**src/hw/rtl/ssc_pkg.sv**
```systemverilog
// Shared types, constants and tables for the sun sensor cell current pipeline.
package ssc_pkg;

  localparam int VECTOR_BITS_DEF  = 16;
  localparam int CURRENT_BITS_DEF = 16;
  localparam int EXP_BITS         = 12;
  localparam int BAFFLE_BITS      = 16;
  localparam int D_BITS           = 16;   // clamped dot, Q1.15 in [0, 32768]
  localparam int R_BITS           = 17;   // Q0.16 values in [0, 65536]
  localparam int CFG_IDX_BITS     = 3;

  localparam logic [R_BITS-1:0] ONE_Q16 = 17'd65536;

  typedef enum logic [CFG_IDX_BITS-1:0] {
    REG_NORMAL_X    = 3'd0,
    REG_NORMAL_Y    = 3'd1,
    REG_NORMAL_Z    = 3'd2,
    REG_MAX_CURRENT = 3'd3,
    REG_INC_EXP     = 3'd4
  } cfg_idx_t;

  // sideband that rides along with every word
  typedef struct packed {
    logic                   behind;
    logic [D_BITS-1:0]      d;
    logic [BAFFLE_BITS-1:0] baffle;
  } ssc_item_t;

  // 2^(-2^-(k+1)) in Q0.16
  function automatic logic [15:0] exp_tab(input logic [2:0] k);
    logic [15:0] v;
    case (k)
      3'd0:    v = 16'd46341;
      3'd1:    v = 16'd55110;
      3'd2:    v = 16'd60097;
      3'd3:    v = 16'd62757;
      3'd4:    v = 16'd64132;
      3'd5:    v = 16'd64830;
      3'd6:    v = 16'd65182;
      default: v = 16'd65359;
    endcase
    return v;
  endfunction

endpackage

```
**src/hw/rtl/ssc_pipe_ctl.sv**
```systemverilog
// Valid tracking and per-stage load enables for a bubble-collapsing pipeline segment.
module ssc_pipe_ctl #(
  parameter int STAGES = 2
) (
  input  logic              clk,
  input  logic              rst_n,
  input  logic              in_valid,
  output logic              in_ready,
  output logic              out_valid,
  input  logic              out_ready,
  output logic [STAGES-1:0] en
);

  logic [STAGES-1:0] vld_r;
  logic [STAGES-1:0] vld_nxt;

  // a stage loads when empty or when the stage after it moves
  always_comb begin
    en[STAGES-1] = ~vld_r[STAGES-1] | out_ready;
    for (int s = STAGES - 2; s >= 0; s--) begin
      en[s] = ~vld_r[s] | en[s+1];
    end
  end

  always_comb begin
    vld_nxt = vld_r;
    if (en[0]) begin
      vld_nxt[0] = in_valid;
    end
    for (int s = 1; s < STAGES; s++) begin
      if (en[s]) begin
        vld_nxt[s] = vld_r[s-1];
      end
    end
  end

  always_ff @(posedge clk) begin
    if (!rst_n) begin
      vld_r <= '0;
    end else begin
      vld_r <= vld_nxt;
    end
  end

  assign in_ready  = en[0];
  assign out_valid = vld_r[STAGES-1];

endmodule

```
**src/hw/rtl/ssc_cur.sv**
```systemverilog
// Current scaling by max current, dot, correction factor and baffle, with saturation.
module ssc_cur import ssc_pkg::*; #(
  parameter int CURRENT_BITS = CURRENT_BITS_DEF
) (
  input  logic                    clk,
  input  logic                    rst_n,
  input  logic                    in_valid,
  output logic                    in_ready,
  input  ssc_item_t               in_item,
  input  logic [R_BITS-1:0]       in_factor,
  input  logic [CURRENT_BITS-1:0] max_current,
  output logic                    out_valid,
  input  logic                    out_ready,
  output logic [CURRENT_BITS-1:0] out_current,
  output logic                    out_behind
);

  localparam int A0W = CURRENT_BITS + D_BITS;
  localparam int P1W = A0W + 18;
  localparam int A1W = A0W + 2;
  localparam int P2W = A1W + 17;
  localparam int A2W = P2W - 30;

  logic [3:0] en;

  ssc_item_t         item0_r, item1_r, item2_r;
  logic [R_BITS-1:0] factor0_r;
  logic [A0W-1:0]    a0_r;
  logic [A1W-1:0]    a1_r;
  logic [A2W-1:0]    a2_r;
  logic [P1W-1:0]    p1;
  logic [P2W-1:0]    p2;
  logic [CURRENT_BITS-1:0] cur_r;
  logic                    behind_r;

  ssc_pipe_ctl #(.STAGES(4)) u_ctl (
    .clk       (clk),
    .rst_n     (rst_n),
    .in_valid  (in_valid),
    .in_ready  (in_ready),
    .out_valid (out_valid),
    .out_ready (out_ready),
    .en        (en)
  );

  assign p1 = P1W'(a0_r) * P1W'(factor0_r) + P1W'(32768);
  assign p2 = P2W'(a1_r) * P2W'(item1_r.baffle) + P2W'(1 << 29);

  always_ff @(posedge clk) begin
    if (en[0]) begin
      a0_r      <= A0W'(max_current) * A0W'(in_item.d);
      factor0_r <= in_factor;
      item0_r   <= in_item;
    end
    if (en[1]) begin
      a1_r    <= p1[P1W-1:16];
      item1_r <= item0_r;
    end
    if (en[2]) begin
      a2_r    <= p2[P2W-1:30];
      item2_r <= item1_r;
    end
    if (en[3]) begin
      behind_r <= item2_r.behind;
      if (item2_r.behind) begin
        cur_r <= '0;
      end else if (a2_r > A2W'({CURRENT_BITS{1'b1}})) begin
        cur_r <= '1;
      end else begin
        cur_r <= a2_r[CURRENT_BITS-1:0];
      end
    end
  end

  assign out_current = cur_r;
  assign out_behind  = behind_r;

endmodule

```
**config.mk**
```make
export PLATFORM = sky130hd
export DESIGN_NAME = ssc_cur
export DESIGN_NICKNAME = d
export VERILOG_FILES = /design/src/hw/rtl/ssc_pkg.sv /design/src/hw/rtl/ssc_pipe_ctl.sv /design/src/hw/rtl/ssc_cur.sv
export SDC_FILE = /design/constraint.sdc
export NUM_CORES = 2
export LEC_CHECK = 0
export ABC_CLOCK_PERIOD_IN_PS = 9000
export BUFFER_PORTS_ARGS = -buffer_cell sky130_fd_sc_hd__buf_2
export CELL_PAD_IN_SITES_DETAIL_PLACEMENT = 1
export CELL_PAD_IN_SITES_GLOBAL_PLACEMENT = 2
export CORE_UTILIZATION = 43
export CTS_CLUSTER_SIZE = 14
export DETAILED_ROUTE_END_ITERATION = 8
export PLACE_DENSITY_LB_ADDON = 0.2
export SLEW_MARGIN = 20
export SYNTH_ARGS = -nofsm -noshare
export SYNTH_HDL_FRONTEND = slang
export SYNTH_HIERARCHICAL = 1
export SYNTH_SLANG_ARGS = --single-unit
```
**constraint.sdc**
```tcl
create_clock -name clk -period 9 [get_ports clk]
set_clock_uncertainty 0.2 [all_clocks]
set_input_delay 1.35 -clock clk [delete_from_list [all_inputs] [get_ports clk]]
set_output_delay 1.35 -clock clk [all_outputs]
set_load 0.05 [all_outputs]
```
==> impl_metrics.env <==
export IMPL_status="complete, no violations"
export IMPL_wl_mm=133
export IMPL_hold_path_class="reg -> reg"
export IMPL_layout_drive_gt1_share=0.0391
export IMPL_area_growth_pct=5.28
export IMPL_crit_slowest_cell="edfxtp_1"
export IMPL_dp_hpwl_mm=107
export IMPL_io_pins=89
export IMPL_synth_warnings=6
export IMPL_yosysTopAreaCellShare=0.454
export IMPL_vias=33600
export IMPL_ys_top_cells_by_area="fa_1 (45%), ha_1 (11%), inv_1 (10%)"
export IMPL_crit_type="reg -> reg"
export IMPL_period_needed_ns=7.57
export IMPL_cp_data_arrival_time_ns=7.64
export IMPL_yosys_area_top_type="fa_1"
export IMPL_post_route_util=0.457
export IMPL_max_stage_delay_ns=0.96
export IMPL_synth_edf_count=156
export IMPL_fmax_ghz=0.132
export IMPL_setup_viol=0
export IMPL_min_path_cells=0
export IMPL_core_area_mm2=0.111
export IMPL_clkTransAtPathRegs_ns=0.08
export IMPL_synth_area_mm2=0.0481
export IMPL_drcViolationCount=0
export IMPL_n_antenna_cell=0
export IMPL_clock_sinks=160
export IMPL_hold_buffers=0
export IMPL_final_nets=6699
export IMPL_drt_iter0_drc=1466
export IMPL_synth_cell_type_count=72
export IMPL_final_cell_mix="inv_1 (1311), fa_1 (1090), nand2_1 (797)"
export IMPL_rows=122
export IMPL_final_common_cell="inv_1"
export IMPL_fin_crit_sh=0.841
export IMPL_drt_pre_antenna_iters=5
export IMPL_insertion_delay_ns=0.54
export IMPL_ys_async_sr_fraction=0
export IMPL_cpMostUsedCell="fa_1"
export IMPL_cp_required_ns=9.07
export IMPL_synthFlopType="edfxtp_1"
export IMPL_start_util=0.434
export IMPL_fin_setup_tns_ns=0
export IMPL_cts_resized=0
export IMPL_critPathLaunchType="flop"
export IMPL_grt_max_degree=50
export IMPL_antenna_found_initial=2
export IMPL_drv_slew=0
export IMPL_syn_instance_count=5195
export IMPL_rsz0062_at_grt="false"
export IMPL_grt_pass1_vias=38600
export IMPL_grt_usage=0.247
export IMPL_crit_chain="buf_4 > nand2_1 > fa_1 > inv_1 > fa_1 > fa_1 > fa_1 > fa_1 > inv_1 > fa_1 > inv_1 > ha_1 > a21oi_1 > o21ai_0 > a211oi_1 > a211oi_1 > o21ai_0 > o21bai_1 > a31oi_1 > xnor2_1"
export IMPL_grt_ovfl_total=0
export IMPL_cp_max_fo=21
export IMPL_routed_via_density=5.06
export IMPL_grt_pass1_wl_mm=214
export IMPL_clockRootBuffer="clkbuf_16"
export IMPL_reg2reg_depth=20
export IMPL_place_congestion=0.839
export IMPL_tightest_slew_ns=1.15
export IMPL_drv_cap=0
export IMPL_slew_headroom=0.232
export IMPL_ant_nets=0
export IMPL_die_h_um=336
export IMPL_wl_per_cell_um=20.0
export IMPL_hold_viol=0
export IMPL_synth_seq_cells=160
export IMPL_avgSynthCellArea_um2=9.26
export IMPL_clk_path_buf_depth=2
export IMPL_numCtsBuffers=17
export IMPL_ys_seq_area_frac=0.0991
export IMPL_post_cts_buffers=0
export IMPL_endpoint_kind="flop"
export IMPL_die_x_um=336
export IMPL_htreeDepth=4
export IMPL_synthesis_nets=6762
export IMPL_dieArea_mm2=0.113
export IMPL_cts_tree="yes"
export IMPL_io_buffer_count=88
[routing by layer]
layer  share of wire  up-vias  track usage
li1                -    15100            -
met1            0.46    17700        0.338
met2            0.48      610        0.417
met3           0.038      161       0.0301
met4           0.022        2       0.0624
met5         0.00014        -            0
[kinds of logic after synthesis]
family | after synthesis | synth area share
AOI/OAI and AO/OA | 319 | 0.0439
xor gates and xnor gates | 78 | 0.0142
adders and majority gates | 1497 | 0.560
buffers and inverters | 1533 | 0.120
DFF | 160 | 0.0991
and+or+nand+nor | 1608 | 0.163
[sequential cells by signal, indices dropped and copies added, names as in the netlist]
signal	count
item2_r	1
out_current	16
item1_r	17
a0_r	32
out_behind	1
item0_r	17
u_ctl/vld_r	4
a2_r	21
a1_r	34
factor0_r	17
[cell type report]
class / instances / area, um^2
clock inverter: 15 / 209
sequential: 160 / 4760
inverter: 1312 / 4920
clock buffer: 17 / 425
timing repair buffer: 139 / 891
fill: 12800 / 60200
multi-input combinational: 3502 / 37500
tap: 1488 / 1860
[synthesized netlist by cell type (all sizes together), types with 32 or more instances]
cell / n
ha: 407
o21ai: 55
nor2: 86
clkbuf: 217
a21o: 59
a21oi: 101
xor2: 32
edfxtp: 156
nand2: 799
xnor2: 46
fa: 1090
inv: 1312
and2: 618
[worst paths after layout]
path                 endpoint  slack (ns)           from
setup / recovery     a1_r[25]        1.43  factor0_r[12]
hold / removal    item1_r[10]        0.22    item0_r[10]
setup reg to reg     a1_r[25]        1.43  factor0_r[12]
hold reg to reg   item1_r[10]        0.22    item0_r[10]
[stage by stage]
step | hold WS, ns | instances | area, um^2 | worst slack [ns]
after global placement | 0.205 | 6597 | 49900 | 1.29
after CTS | 0.226 | 6631 | 50600 | 1.30
final | 0.223 | 6633 | 50600 | 1.43
after floorplan | 0.200 | 5195 | 48100 | 1.85
after global routing | 0.232 | 6633 | 50600 | 0.967
after detailed placement | 0.206 | 6599 | 49900 | 1.22
[critical path, delay by kind of cell, from the launching register on]
| kind | cells | cell delay [ns] |
|---|---|---|
| fa+ha+maj | 7 | 3.46 |
| compound gates | 7 | 1.85 |
| flops | 1 | 0.96 |
| buf+inv | 4 | 0.57 |
| xor+xnor | 1 | 0.14 |
| simple gates | 1 | 0.12 |
Power is not shown: default switching activity piles up to over one toggle a cycle in this logic, so the estimate is an artifact.
