`src/hw/rtl/ssc_pkg.sv`:
```
// Shared types, constants and tables for the sun sensor cell current pipeline.
package ssc_pkg;

  localparam int VECTOR_BITS_DEF  = 16;
  localparam int CURRENT_BITS_DEF = 16;
  localparam int EXP_BITS         = 12;
  localparam int BAFFLE_BITS      = 16;
  localparam int D_BITS           = 16;   // clamped dot, Q1.15 in [0, 32768]
  localparam int R_BITS           = 17;   // Q0.16 values in [0, 65536]
  localparam int CFG_IDX_BITS     = 3;

  localparam logic [R_BITS-1:0] ONE_Q16 = 17'd65536;

  typedef enum logic [CFG_IDX_BITS-1:0] {
    REG_NORMAL_X    = 3'd0,
    REG_NORMAL_Y    = 3'd1,
    REG_NORMAL_Z    = 3'd2,
    REG_MAX_CURRENT = 3'd3,
    REG_INC_EXP     = 3'd4
  } cfg_idx_t;

  // sideband that rides along with every word
  typedef struct packed {
    logic                   behind;
    logic [D_BITS-1:0]      d;
    logic [BAFFLE_BITS-1:0] baffle;
  } ssc_item_t;

  // 2^(-2^-(k+1)) in Q0.16
  function automatic logic [15:0] exp_tab(input logic [2:0] k);
    logic [15:0] v;
    case (k)
      3'd0:    v = 16'd46341;
      3'd1:    v = 16'd55110;
      3'd2:    v = 16'd60097;
      3'd3:    v = 16'd62757;
      3'd4:    v = 16'd64132;
      3'd5:    v = 16'd64830;
      3'd6:    v = 16'd65182;
      default: v = 16'd65359;
    endcase
    return v;
  endfunction

endpackage

```
`src/hw/rtl/ssc_pipe_ctl.sv`:
```
// Valid tracking and per-stage load enables for a bubble-collapsing pipeline segment.
module ssc_pipe_ctl #(
  parameter int STAGES = 2
) (
  input  logic              clk,
  input  logic              rst_n,
  input  logic              in_valid,
  output logic              in_ready,
  output logic              out_valid,
  input  logic              out_ready,
  output logic [STAGES-1:0] en
);

  logic [STAGES-1:0] vld_r;
  logic [STAGES-1:0] vld_nxt;

  // a stage loads when empty or when the stage after it moves
  always_comb begin
    en[STAGES-1] = ~vld_r[STAGES-1] | out_ready;
    for (int s = STAGES - 2; s >= 0; s--) begin
      en[s] = ~vld_r[s] | en[s+1];
    end
  end

  always_comb begin
    vld_nxt = vld_r;
    if (en[0]) begin
      vld_nxt[0] = in_valid;
    end
    for (int s = 1; s < STAGES; s++) begin
      if (en[s]) begin
        vld_nxt[s] = vld_r[s-1];
      end
    end
  end

  always_ff @(posedge clk) begin
    if (!rst_n) begin
      vld_r <= '0;
    end else begin
      vld_r <= vld_nxt;
    end
  end

  assign in_ready  = en[0];
  assign out_valid = vld_r[STAGES-1];

endmodule

```
`src/hw/rtl/ssc_dot.sv`:
```
// Dot product of sun direction and cell normal, clamp and rounding to Q1.15.
module ssc_dot import ssc_pkg::*; #(
  parameter int VECTOR_BITS = VECTOR_BITS_DEF
) (
  input  logic                          clk,
  input  logic                          rst_n,
  input  logic                          in_valid,
  output logic                          in_ready,
  input  logic signed [VECTOR_BITS-1:0] sun_x,
  input  logic signed [VECTOR_BITS-1:0] sun_y,
  input  logic signed [VECTOR_BITS-1:0] sun_z,
  input  logic [BAFFLE_BITS-1:0]        baffle,
  input  logic signed [VECTOR_BITS-1:0] normal_x,
  input  logic signed [VECTOR_BITS-1:0] normal_y,
  input  logic signed [VECTOR_BITS-1:0] normal_z,
  output logic                          out_valid,
  input  logic                          out_ready,
  output ssc_item_t                     out_item
);

  localparam int PW  = 2 * VECTOR_BITS;
  localparam int SH  = 2 * (VECTOR_BITS - 1) - 30;
  localparam int SHR = (SH > 0) ? SH : 0;
  localparam int SHL = (SH < 0) ? -SH : 0;

  logic [1:0] en;

  logic signed [PW-1:0]    px_r, py_r, pz_r;
  logic [BAFFLE_BITS-1:0]  baffle_r;
  ssc_item_t               item_r;
  ssc_item_t               item_nxt;

  logic signed [32:0] tx, ty, tz;
  logic signed [34:0] sum;
  logic [30:0]        dc;
  logic [31:0]        dr;

  ssc_pipe_ctl #(.STAGES(2)) u_ctl (
    .clk       (clk),
    .rst_n     (rst_n),
    .in_valid  (in_valid),
    .in_ready  (in_ready),
    .out_valid (out_valid),
    .out_ready (out_ready),
    .en        (en)
  );

  always_ff @(posedge clk) begin
    if (en[0]) begin
      px_r     <= PW'(normal_x) * PW'(sun_x);
      py_r     <= PW'(normal_y) * PW'(sun_y);
      pz_r     <= PW'(normal_z) * PW'(sun_z);
      baffle_r <= baffle;
    end
  end

  // Q2.30 terms, floor rounding
  assign tx = 33'(px_r >>> SHR) <<< SHL;
  assign ty = 33'(py_r >>> SHR) <<< SHL;
  assign tz = 33'(pz_r >>> SHR) <<< SHL;

  always_comb begin
    sum = 35'(tx) + 35'(ty) + 35'(tz);
    dc  = (sum > 35'sd1073741824) ? 31'd1073741824 : sum[30:0];
    dr  = (32'(dc) + 32'd16384) >> 15;
    item_nxt.behind = (sum <= 35'sd0);
    item_nxt.d      = item_nxt.behind ? '0 : dr[D_BITS-1:0];
    item_nxt.baffle = baffle_r;
  end

  always_ff @(posedge clk) begin
    if (en[1]) begin
      item_r <= item_nxt;
    end
  end

  assign out_item = item_r;

endmodule

```
`config.mk`:
```
export PLATFORM = sky130hd
export DESIGN_NAME = ssc_dot
export DESIGN_NICKNAME = d
export VERILOG_FILES = /design/src/hw/rtl/ssc_pkg.sv /design/src/hw/rtl/ssc_pipe_ctl.sv /design/src/hw/rtl/ssc_dot.sv
export SDC_FILE = /design/constraint.sdc
export NUM_CORES = 2
export LEC_CHECK = 0
export ABC_CLOCK_PERIOD_IN_PS = 6940
export BUFFER_PORTS_ARGS = -buffer_cell sky130_fd_sc_hd__buf_2
export CORE_UTILIZATION = 50
export CTS_BUF_LIST = sky130_fd_sc_hd__clkbuf_8 sky130_fd_sc_hd__clkbuf_16
export CTS_CLUSTER_SIZE = 8
export DETAILED_ROUTE_END_ITERATION = 6
export PLACE_DENSITY = 0.69
export RECOVER_POWER = 25
export SYNTH_ARGS = -nofsm -noshare
export SYNTH_HDL_FRONTEND = slang
export SYNTH_SLANG_ARGS = --single-unit
```
`constraint.sdc`:
```
create_clock -name clk -period 6.94 [get_ports clk]
set_input_delay 1.388 -clock clk [delete_from_list [all_inputs] [get_ports clk]]
set_output_delay 1.388 -clock clk [all_outputs]
set_load 0.01 [all_outputs]
```
==> qor.csv <==
metric,value,unit
TritonCTS Sinks,147,
Post-synth top flop,edfxtp_1,
Worst-path clk slew,0.06,ns
"Slowest-stage cell, CP",fa_1,
Final Hold Violating Endpoints,0,
CP bufs+invs,3,
die footprint,74700,µm²
CP Launch Type,primary input,
pre-CTS setup slack,-0.534,ns
core area,73000,µm²
Post-DP HPWL,72.3,mm
Min-Delay Path Depth,0,
number of global-route vias before repair,27600,
Die Ht,273,µm
Fmax achieved,146,MHz
FF-to-FF path depth,19,
Post-synth ARST share,0,%
first-pass GRT wire length,139,mm
crit-path most repeated cell,fa_1,
share of layout cells above drive strength 1,15.5,%
largest net degree at the start of global routing,61,
r2r endpoint,out_item[23],
via count,26200,
GPL Wtd Cong,0.903,
Period minus WS final,6.83,ns
TritonCTS clock tree,done,
post-synth top area share,44.5,%
max-slew violations,34,
final setup margin,0.112,ns
# IOs,151,
Avg Inst Size Synth,9.80,µm²
PortBufs,150,
Mapped Area,36800,µm²
Synth-to-Final Area Change,15.1,%
Die W,273,µm
type of the worst setup path,primary input to register,
Worst Path Arrival,7.00,ns
standard-cell rows,99,
Worst Tran Pin Value,1.82,ns
Synth area leaders,"fa_1, edfxtp_1, ha_1, inv_1, and2_1",
initial antenna violation count,0,
HP Class,register to register,
Max Buffers Root-to-Sink,2,
CP required,7.12,ns
R2R Setup Slk,1.38,ns
Layout Utilization,58.0,%
post-route ant nets,0,
CP Capture Type,register,
yosys warns,0,
"Max FO, Critical Path",7,
hold_ws,0.419,ns
nets,5399,
most common library cells after synthesis,"inv_1, fa_1, nand2_1",
total CTS buffers,17,
Yosys top cell by area,fa_1,
hold_buf cts,0,
violated checks,"max-capacitance violations, max-slew violations",
Post-Route WL,81.8,mm
fin crit share,98.4,%
Synth Instances,3755,
cell family with most CP delay,adder cells,
"slowest stage delay, CP",0.60,ns
RSZ-0062 raised after global routing,yes,
synthesized flop and latch total,147,
placed cell area,41300,µm²
GRT Total Usage,23.1,%
worst rel slew slack,-21.2,%
number of synthesized flops with an enable pin,145,
n_diodes,0,
Max-Cap Viols,1,
HP Start,baffle_r[2],
starting density of the core,50.5,%
CTS HTree Levels,4,
global route total overflow,0,
post-synthesis sequential area ratio,11.9,%
most common cell in the netlist,inv_1,
# setup viols final,0,
Setup Skew,0.0112,ns
initial drt markers,1510,
Via density,5.07,
Critical R2R Launch,px_r[1],
status,"finished, violations left",
Hold Crit Endpoint,out_item[2],
"Net Count, Synth",4969,
drt first pass iters,6,
clk_lat worst skew,0.44,ns
DRC violations left,0,
final instance area,42400,µm²
clock root buffer,clkbuf_16,
Yosys cell types,84,
wire per inst,15.9,µm
crit-path cells,buf_4 -> and2_4 -> fa_1 -> inv_1 -> fa_1 -> fa_1 -> fa_1 -> inv_2 -> fa_1 -> fa_1 -> ha_4 -> a21o_1 -> a21o_1 -> a21oi_4 -> o31ai_4 -> a41oi_2 -> a211o_1 -> a31oi_4 -> o31a_1 -> o21a_1 -> nor2_1 -> xnor2_1,
cell families (layout without fill, tap and decap cells):
kind of cell             Yosys count  after routing  synth area share [%]
adder cells (fa/ha/maj)         1098           1098                  54.0
AND/OR/NAND/NOR                 1046           1046                  14.3
buffers and inverters            986           1429                  10.2
AO/OA/AOI/OAI                    339            339                  6.23
flip-flops                       147            147                  11.9
XOR/XNOR                         134            134                  3.21
multiplexers                       5              5                 0.136
how the worst max path moves through the flow:
stage | start | to | slack, ns | depth (start not counted)
floorplan | normal_z[5] | pz_r[30] | -0.005 | 22
global placement | sun_x[4] | px_r[31] | -0.42 | 22
detailed placement | sun_x[4] | px_r[31] | -0.53 | 22
CTS | sun_x[4] | px_r[31] | -0.03 | 22
global route | normal_x[6] | px_r[31] | -0.08 | 22
finish | normal_z[5] | pz_r[31] | 0.11 | 22
cells in the final DEF, fill, tap and decap left out, types with 12 or more instances in the layout:
master     synthesis  layout
fa_2               0      14
fa_1             819     805
edfxtp_1         145     145
xnor2_1           97      97
o21a_1            21      21
o21bai_1          14      14
xor2_1            36      36
buf_4              1     360
nor2_1           104     102
buf_2              6     118
a21oi_1           91      81
nor2b_1           14      14
nand3_1           29      29
o211ai_1          12      12
nand2_1          413     408
clkbuf_16          0      17
nand2b_1          28      28
and2_1           379     367
a21o_1            51      51
buf_12             0      13
ha_1             279     269
o21ai_0           50      46
inv_1            875     867
nor3_1            16      15
sequential cells by signal, summed over array words and instances (netlist names):
signal / cells
out_item: 33
px_r: 32
u_ctl.vld_r: 2
pz_r: 32
baffle_r: 16
py_r: 32
metrics by stage:
stage / std cells / setup TNS (ns)
final: 5157 / 0
after CTS: 5148 / -0.0268
after global routing: 5157 / -0.170
after global placement: 5116 / -5.45
after detailed placement: 5116 / -7.01
after floorplan: 3755 / -0.0140
worst register-to-register path: cells and delay by family, from the launching register on:
family | cells | cell delay (ns)
simple gates | 5 | 0.79
xor+xnor | 2 | 0.30
fa+ha+maj | 4 | 1.42
compound gates | 8 | 2.35
flops | 1 | 0.42
per-layer routing:
layer | wire, µm | vias to the layer above | GRT usage [%]
li1 | - | 12200 | -
met4 | 1390 | 0 | 4.47
met2 | 39300 | 582 | 37.6
met1 | 37200 | 13300 | 33.7
met5 | 0 | - | 0
met3 | 3800 | 73 | 2.32
layout make-up:
| class | instances | area [µm²] |
|---|---|---|
| Clock inverter | 15 | 170 |
| Tap cell | 959 | 1200 |
| Sequential cell | 147 | 4390 |
| Timing Repair Buffer | 521 | 3810 |
| Clock buffer | 17 | 425 |
| Multi-Input combinational cell | 2622 | 29100 |
| Inverter | 876 | 3290 |
| Fill cell | 6181 | 30600 |
what timing repair did:
action / in CTS / in global routing
gates cloned: 0 / 1
buffers inserted: 0 / 9
hold endpoints to repair: 0 / 0
resized for setup: 3 / 128
endpoints found under the setup margin: 3 / 15
pin swaps: 0 / 73
Power is not shown: default switching activity piles up to over one toggle a cycle in this logic, so the estimate is an artifact.
