File: src/hw/rtl/ssc_pkg.sv
// Shared types, constants and tables for the sun sensor cell current pipeline.
package ssc_pkg;

  localparam int VECTOR_BITS_DEF  = 16;
  localparam int CURRENT_BITS_DEF = 16;
  localparam int EXP_BITS         = 12;
  localparam int BAFFLE_BITS      = 16;
  localparam int D_BITS           = 16;   // clamped dot, Q1.15 in [0, 32768]
  localparam int R_BITS           = 17;   // Q0.16 values in [0, 65536]
  localparam int CFG_IDX_BITS     = 3;

  localparam logic [R_BITS-1:0] ONE_Q16 = 17'd65536;

  typedef enum logic [CFG_IDX_BITS-1:0] {
    REG_NORMAL_X    = 3'd0,
    REG_NORMAL_Y    = 3'd1,
    REG_NORMAL_Z    = 3'd2,
    REG_MAX_CURRENT = 3'd3,
    REG_INC_EXP     = 3'd4
  } cfg_idx_t;

  // sideband that rides along with every word
  typedef struct packed {
    logic                   behind;
    logic [D_BITS-1:0]      d;
    logic [BAFFLE_BITS-1:0] baffle;
  } ssc_item_t;

  // 2^(-2^-(k+1)) in Q0.16
  function automatic logic [15:0] exp_tab(input logic [2:0] k);
    logic [15:0] v;
    case (k)
      3'd0:    v = 16'd46341;
      3'd1:    v = 16'd55110;
      3'd2:    v = 16'd60097;
      3'd3:    v = 16'd62757;
      3'd4:    v = 16'd64132;
      3'd5:    v = 16'd64830;
      3'd6:    v = 16'd65182;
      default: v = 16'd65359;
    endcase
    return v;
  endfunction

endpackage

File: src/hw/rtl/ssc_pipe_ctl.sv
// Valid tracking and per-stage load enables for a bubble-collapsing pipeline segment.
module ssc_pipe_ctl #(
  parameter int STAGES = 2
) (
  input  logic              clk,
  input  logic              rst_n,
  input  logic              in_valid,
  output logic              in_ready,
  output logic              out_valid,
  input  logic              out_ready,
  output logic [STAGES-1:0] en
);

  logic [STAGES-1:0] vld_r;
  logic [STAGES-1:0] vld_nxt;

  // a stage loads when empty or when the stage after it moves
  always_comb begin
    en[STAGES-1] = ~vld_r[STAGES-1] | out_ready;
    for (int s = STAGES - 2; s >= 0; s--) begin
      en[s] = ~vld_r[s] | en[s+1];
    end
  end

  always_comb begin
    vld_nxt = vld_r;
    if (en[0]) begin
      vld_nxt[0] = in_valid;
    end
    for (int s = 1; s < STAGES; s++) begin
      if (en[s]) begin
        vld_nxt[s] = vld_r[s-1];
      end
    end
  end

  always_ff @(posedge clk) begin
    if (!rst_n) begin
      vld_r <= '0;
    end else begin
      vld_r <= vld_nxt;
    end
  end

  assign in_ready  = en[0];
  assign out_valid = vld_r[STAGES-1];

endmodule

File: src/hw/rtl/ssc_acos.sv
// Incidence ratio r = 2*acos(x)/pi: staged square root times a Horner polynomial.
module ssc_acos import ssc_pkg::*; (
  input  logic              clk,
  input  logic              rst_n,
  input  logic              in_valid,
  output logic              in_ready,
  input  ssc_item_t         in_item,
  output logic              out_valid,
  input  logic              out_ready,
  output ssc_item_t         out_item,
  output logic [R_BITS-1:0] out_r
);

  localparam int ISQ_ITERS = 17;
  localparam int ISQ_PER   = 3;
  localparam int ISQ_ST    = (ISQ_ITERS + ISQ_PER - 1) / ISQ_PER;
  localparam int STAGES    = ISQ_ST + 1;

  typedef struct packed {
    ssc_item_t         item;
    logic [33:0]       v;
    logic [33:0]       res;
    logic [R_BITS-1:0] x;
    logic [15:0]       poly;
    logic [R_BITS-1:0] r;
  } ac_t;

  logic [STAGES-1:0] en;
  ac_t st_r   [STAGES];
  ac_t st_nxt [STAGES];

  ssc_pipe_ctl #(.STAGES(STAGES)) u_ctl (
    .clk       (clk),
    .rst_n     (rst_n),
    .in_valid  (in_valid),
    .in_ready  (in_ready),
    .out_valid (out_valid),
    .out_ready (out_ready),
    .en        (en)
  );

  for (genvar s = 0; s < STAGES; s++) begin : g_st
    ac_t src;

    if (s == 0) begin : g_src0
      logic [R_BITS-1:0] x0;
      assign x0 = {in_item.d, 1'b0};
      always_comb begin
        src      = '0;
        src.item = in_item;
        src.x    = x0;
        src.v    = {1'b0, ONE_Q16 - x0, 16'd0};
      end
    end else begin : g_srcn
      assign src = st_r[s-1];
    end

    if (s < ISQ_ST) begin : g_sqrt
      always_comb begin
        logic [33:0] vv;
        logic [33:0] rr;
        logic [33:0] bv;
        logic [33:0] pm;
        vv = src.v;
        rr = src.res;
        bv = '0;
        // up to three restoring square root steps per stage
        for (int j = 0; j < ISQ_PER; j++) begin
          if (s * ISQ_PER + j < ISQ_ITERS) begin
            bv = 34'd1 << (32 - 2 * (s * ISQ_PER + j));
            if (vv >= rr + bv) begin
              vv = vv - (rr + bv);
              rr = (rr >> 1) + bv;
            end else begin
              rr = rr >> 1;
            end
          end
        end
        st_nxt[s]     = src;
        st_nxt[s].v   = vv;
        st_nxt[s].res = rr;
        pm = '0;
        if (s == 0) begin
          pm = 34'd781 * 34'(src.x);
          st_nxt[s].poly = 16'(34'd3098 - (pm >> 16));
        end else if (s == 1) begin
          pm = 34'(src.poly) * 34'(src.x);
          st_nxt[s].poly = 16'(34'd8850 - (pm >> 16));
        end else if (s == 2) begin
          pm = 34'(src.poly) * 34'(src.x);
          st_nxt[s].poly = 16'(34'd65533 - (pm >> 16));
        end
      end
    end else begin : g_mul
      always_comb begin
        logic [33:0] pr;
        logic [17:0] rq;
        pr = 34'(src.res[16:0]) * 34'(src.poly) + 34'd32768;
        rq = pr[33:16];
        st_nxt[s]   = src;
        st_nxt[s].r = (rq > 18'(ONE_Q16)) ? ONE_Q16 : rq[R_BITS-1:0];
      end
    end

    always_ff @(posedge clk) begin
      if (en[s]) begin
        st_r[s] <= st_nxt[s];
      end
    end
  end

  assign out_item = st_r[STAGES-1].item;
  assign out_r    = st_r[STAGES-1].r;

endmodule

File: config.mk
export PLATFORM = sky130hd
export DESIGN_NAME = ssc_acos
export DESIGN_NICKNAME = d
export VERILOG_FILES = /design/src/hw/rtl/ssc_pkg.sv /design/src/hw/rtl/ssc_pipe_ctl.sv /design/src/hw/rtl/ssc_acos.sv
export SDC_FILE = /design/constraint.sdc
export NUM_CORES = 2
export LEC_CHECK = 0
export BUFFER_PORTS_ARGS = -buffer_cell sky130_fd_sc_hd__buf_2
export CAP_MARGIN = 20
export CORE_UTILIZATION = 35
export CTS_CLUSTER_SIZE = 10
export DETAILED_ROUTE_END_ITERATION = 16
export PLACE_DENSITY = 0.5
export SETUP_SLACK_MARGIN = 0.4
export SYNTH_ARGS = -nofsm -noshare
export SYNTH_HDL_FRONTEND = slang
export SYNTH_SLANG_ARGS = --single-unit
File: constraint.sdc
create_clock -name clk -period 12.1 [get_ports clk]
set_input_delay 0.605 -clock clk [delete_from_list [all_inputs] [get_ports clk]]
set_output_delay 0.605 -clock clk [all_outputs]
set_load 0.1 [all_outputs]
==> results.json <==
{
  "viasPerCell": 4.89,
  "slowest_stage": "a2111oi_0",
  "synth-edff-count": 504,
  "synthesis.nets": 6316,
  "portBuffers": 88,
  "ant_nets": 0,
  "synth.avg_cell_area_sq_um": 10.2,
  "status": "complete, no violations",
  "regArea_sq_um": 15300,
  "drt_pass1_iterations": 5,
  "grt_usage_pct": 16.6,
  "vias": 35000,
  "dp_cells": 7038,
  "fin_cells": 7155,
  "setup.worst_path.end_class": "flip-flop",
  "wirelength_mm": 123,
  "io_pins": 89,
  "drc_errors": 0,
  "timing.final.crit_share_pct": 83.3,
  "avgRoutedWirePerCell_um": 17.3,
  "setup_slack_ns": 2.02,
  "nFillCells": 14500,
  "finalHoldViolCount": 0,
  "cts_tree": "done",
  "fmax_mhz": 99.2,
  "grt_overflow": 0,
  "final_common_cell": "inv_1",
  "clkTransAtPathRegs_ns": 0.05,
  "cts_setup_buffers": 0,
  "slowest_delay_ns": 0.58,
  "hold_buffers": 0,
  "worstSkewPairLatency_ns": 0.68,
  "worstHoldPathType": "input port to flip-flop",
  "synth_cell_types": 100,
  "grt_pass1_wl_mm": 200,
  "syn_area_sq_um": 52300,
  "crit_path_start_kind": "flip-flop",
  "synth_warnings": 0,
  "grt_max_degree": 78,
  "cts_sinks": 511,
  "root_buffer": "clkbuf_16",
  "antenna_found_initial": 5,
  "path_common_cell": "ha_1",
  "synth_flop_cell": "edfxtp_1",
  "tightest_slew_ns": 0.952,
  "worstPathArrival_ns": 10.48,
  "multi_input_area_sq_um": 33200,
  "numCtsBuffers": 69,
  "routabilityCongestion": 0.849,
  "cp.required_ns": 12.49,
  "area_growth_pct": 8.89,
  "ys_async_sr_fraction_pct": 0,
  "die-height_um": 389,
  "syn_inst": 5138,
  "tns_ns": 0,
  "clk_path_buf_depth": 3,
  "drv_slew": 0,
  "grt_pass1_vias": 36500,
  "critPathKind": "flip-flop to flip-flop",
  "initial_core_util_pct": 35.3,
  "fin_skew_ns": 0.0444,
  "num_rows": 141,
  "htree_levels": 3,
  "dp_hpwl_mm": 97.1,
  "die_w_um": 389,
  "layout-drive-gt1-share_pct": 5.57,
  "final-setup-viol-count": 0,
  "ys_seq_area_share_pct": 29.2,
  "fin_crit_ns": 10.08,
  "core_area_sq_um": 148000,
  "drtIter0Drc": 1679,
  "cap_violations": 0,
  "slew-limit-headroom_pct": 34.9,
  "ys_ff_latch": 511,
  "most-common-layout-cells": "inv_1, fa_1, ha_1",
  "die_area_sq_um": 151000,
  "layout.nets": 6358,
  "ctsResizeCount": 0,
  "cp_max_fo": 21,
  "dpl_worst_slack_ns": 1.98,
  "rsz0062_at_grt": "false"
}
## worst max-delay path, delay by kind of cell, from the launching register on
kind            cells  cell delay [ns]
fa+ha+maj           5             1.43
xor+xnor            1             0.09
flops               1             0.46
simple gates       10             2.08
buf+inv             4             0.97
compound gates     17             4.75
## path summary, 6_finish.rpt
kind,startpoint,end,cells after the start,slack [ns]
setup / recovery,st_r[3][94],st_r[4][112],37,2.02
hold / removal,in_item[3],st_r[0][121],1,0.12
setup reg to reg,st_r[3][94],st_r[4][112],37,2.02
hold reg to reg,st_r[3][143],st_r[4][143],0,0.41
## Yosys cell counts, types with 16 or more instances
cell / n / share of area (%)
or2_2: 19 / 0.23
o31ai_1: 25 / 0.36
clkbuf_1: 123 / 0.88
nor4_1: 18 / 0.22
nand4_1: 27 / 0.32
xor2_1: 89 / 1.5
and2_1: 374 / 4.5
a31oi_1: 21 / 0.25
o21ai_0: 145 / 1.4
ha_1: 570 / 14
o211ai_1: 18 / 0.26
nand2b_1: 22 / 0.26
xnor2_1: 156 / 2.6
nand2_1: 523 / 3.8
a211oi_1: 21 / 0.30
o21a_1: 43 / 0.62
a21boi_0: 16 / 0.23
a21oi_1: 195 / 1.9
nor2b_1: 32 / 0.38
nor3_1: 77 / 0.74
fa_1: 571 / 22
and3_1: 27 / 0.32
or3_1: 25 / 0.30
nor2_1: 204 / 1.5
o21bai_1: 23 / 0.33
mux2_2: 24 / 0.52
a21o_1: 68 / 0.98
inv_1: 892 / 6.4
edfxtp_1: 504 / 29
nand3_1: 50 / 0.48
## flip-flops by register name (all words and copies together) (netlist names)
name and count:
st_r 504, u_ctl.vld_r 7
## layout make-up
class / count / area share [%]
diodes: 1 / 0.00439
clock buffers: 89 / 3.16
clock inverters: 26 / 0.549
inverters: 896 / 5.91
multi-input cells: 3596 / 58.3
flip-flops and latches: 511 / 26.8
well taps: 1930 / 4.24
repair buffers: 106 / 1.05
## through the flow
stage	instance area [sq um]	hold WS, ns	utilization [%]
CTS	56900	0.0627	38.5
global route	57000	0.0729	38.5
global placement	54800	0.401	37.0
floorplan	52300	0.400	-
detailed placement	54800	0.405	37.0
finish	57000	0.118	38.5
## cells by family (layout without fill, tap and decap cells)
group / count (synthesis) / after routing / synth area share, %
and+or+nand+nor: 1470 / 1470 / 14.1
adders and majority gates: 1141 / 1141 / 35.5
buffers and inverters: 1031 / 1117 / 7.43
AOI/OAI and AO/OA: 701 / 701 / 8.83
DFF: 511 / 511 / 29.2
xor gates and xnor gates: 245 / 245 / 4.10
muxes: 39 / 39 / 0.815
other: 0 / 1 / 0
## metal layers
layer  part of all wire [%]  GRT usage [%]
met1                     48           22.9
met2                     47           27.6
met4                    1.9           4.05
met3                    3.4           2.14
met5                  0.028              0
Power is not shown: default switching activity piles up to over one toggle a cycle in this logic, so the estimate is an artifact.
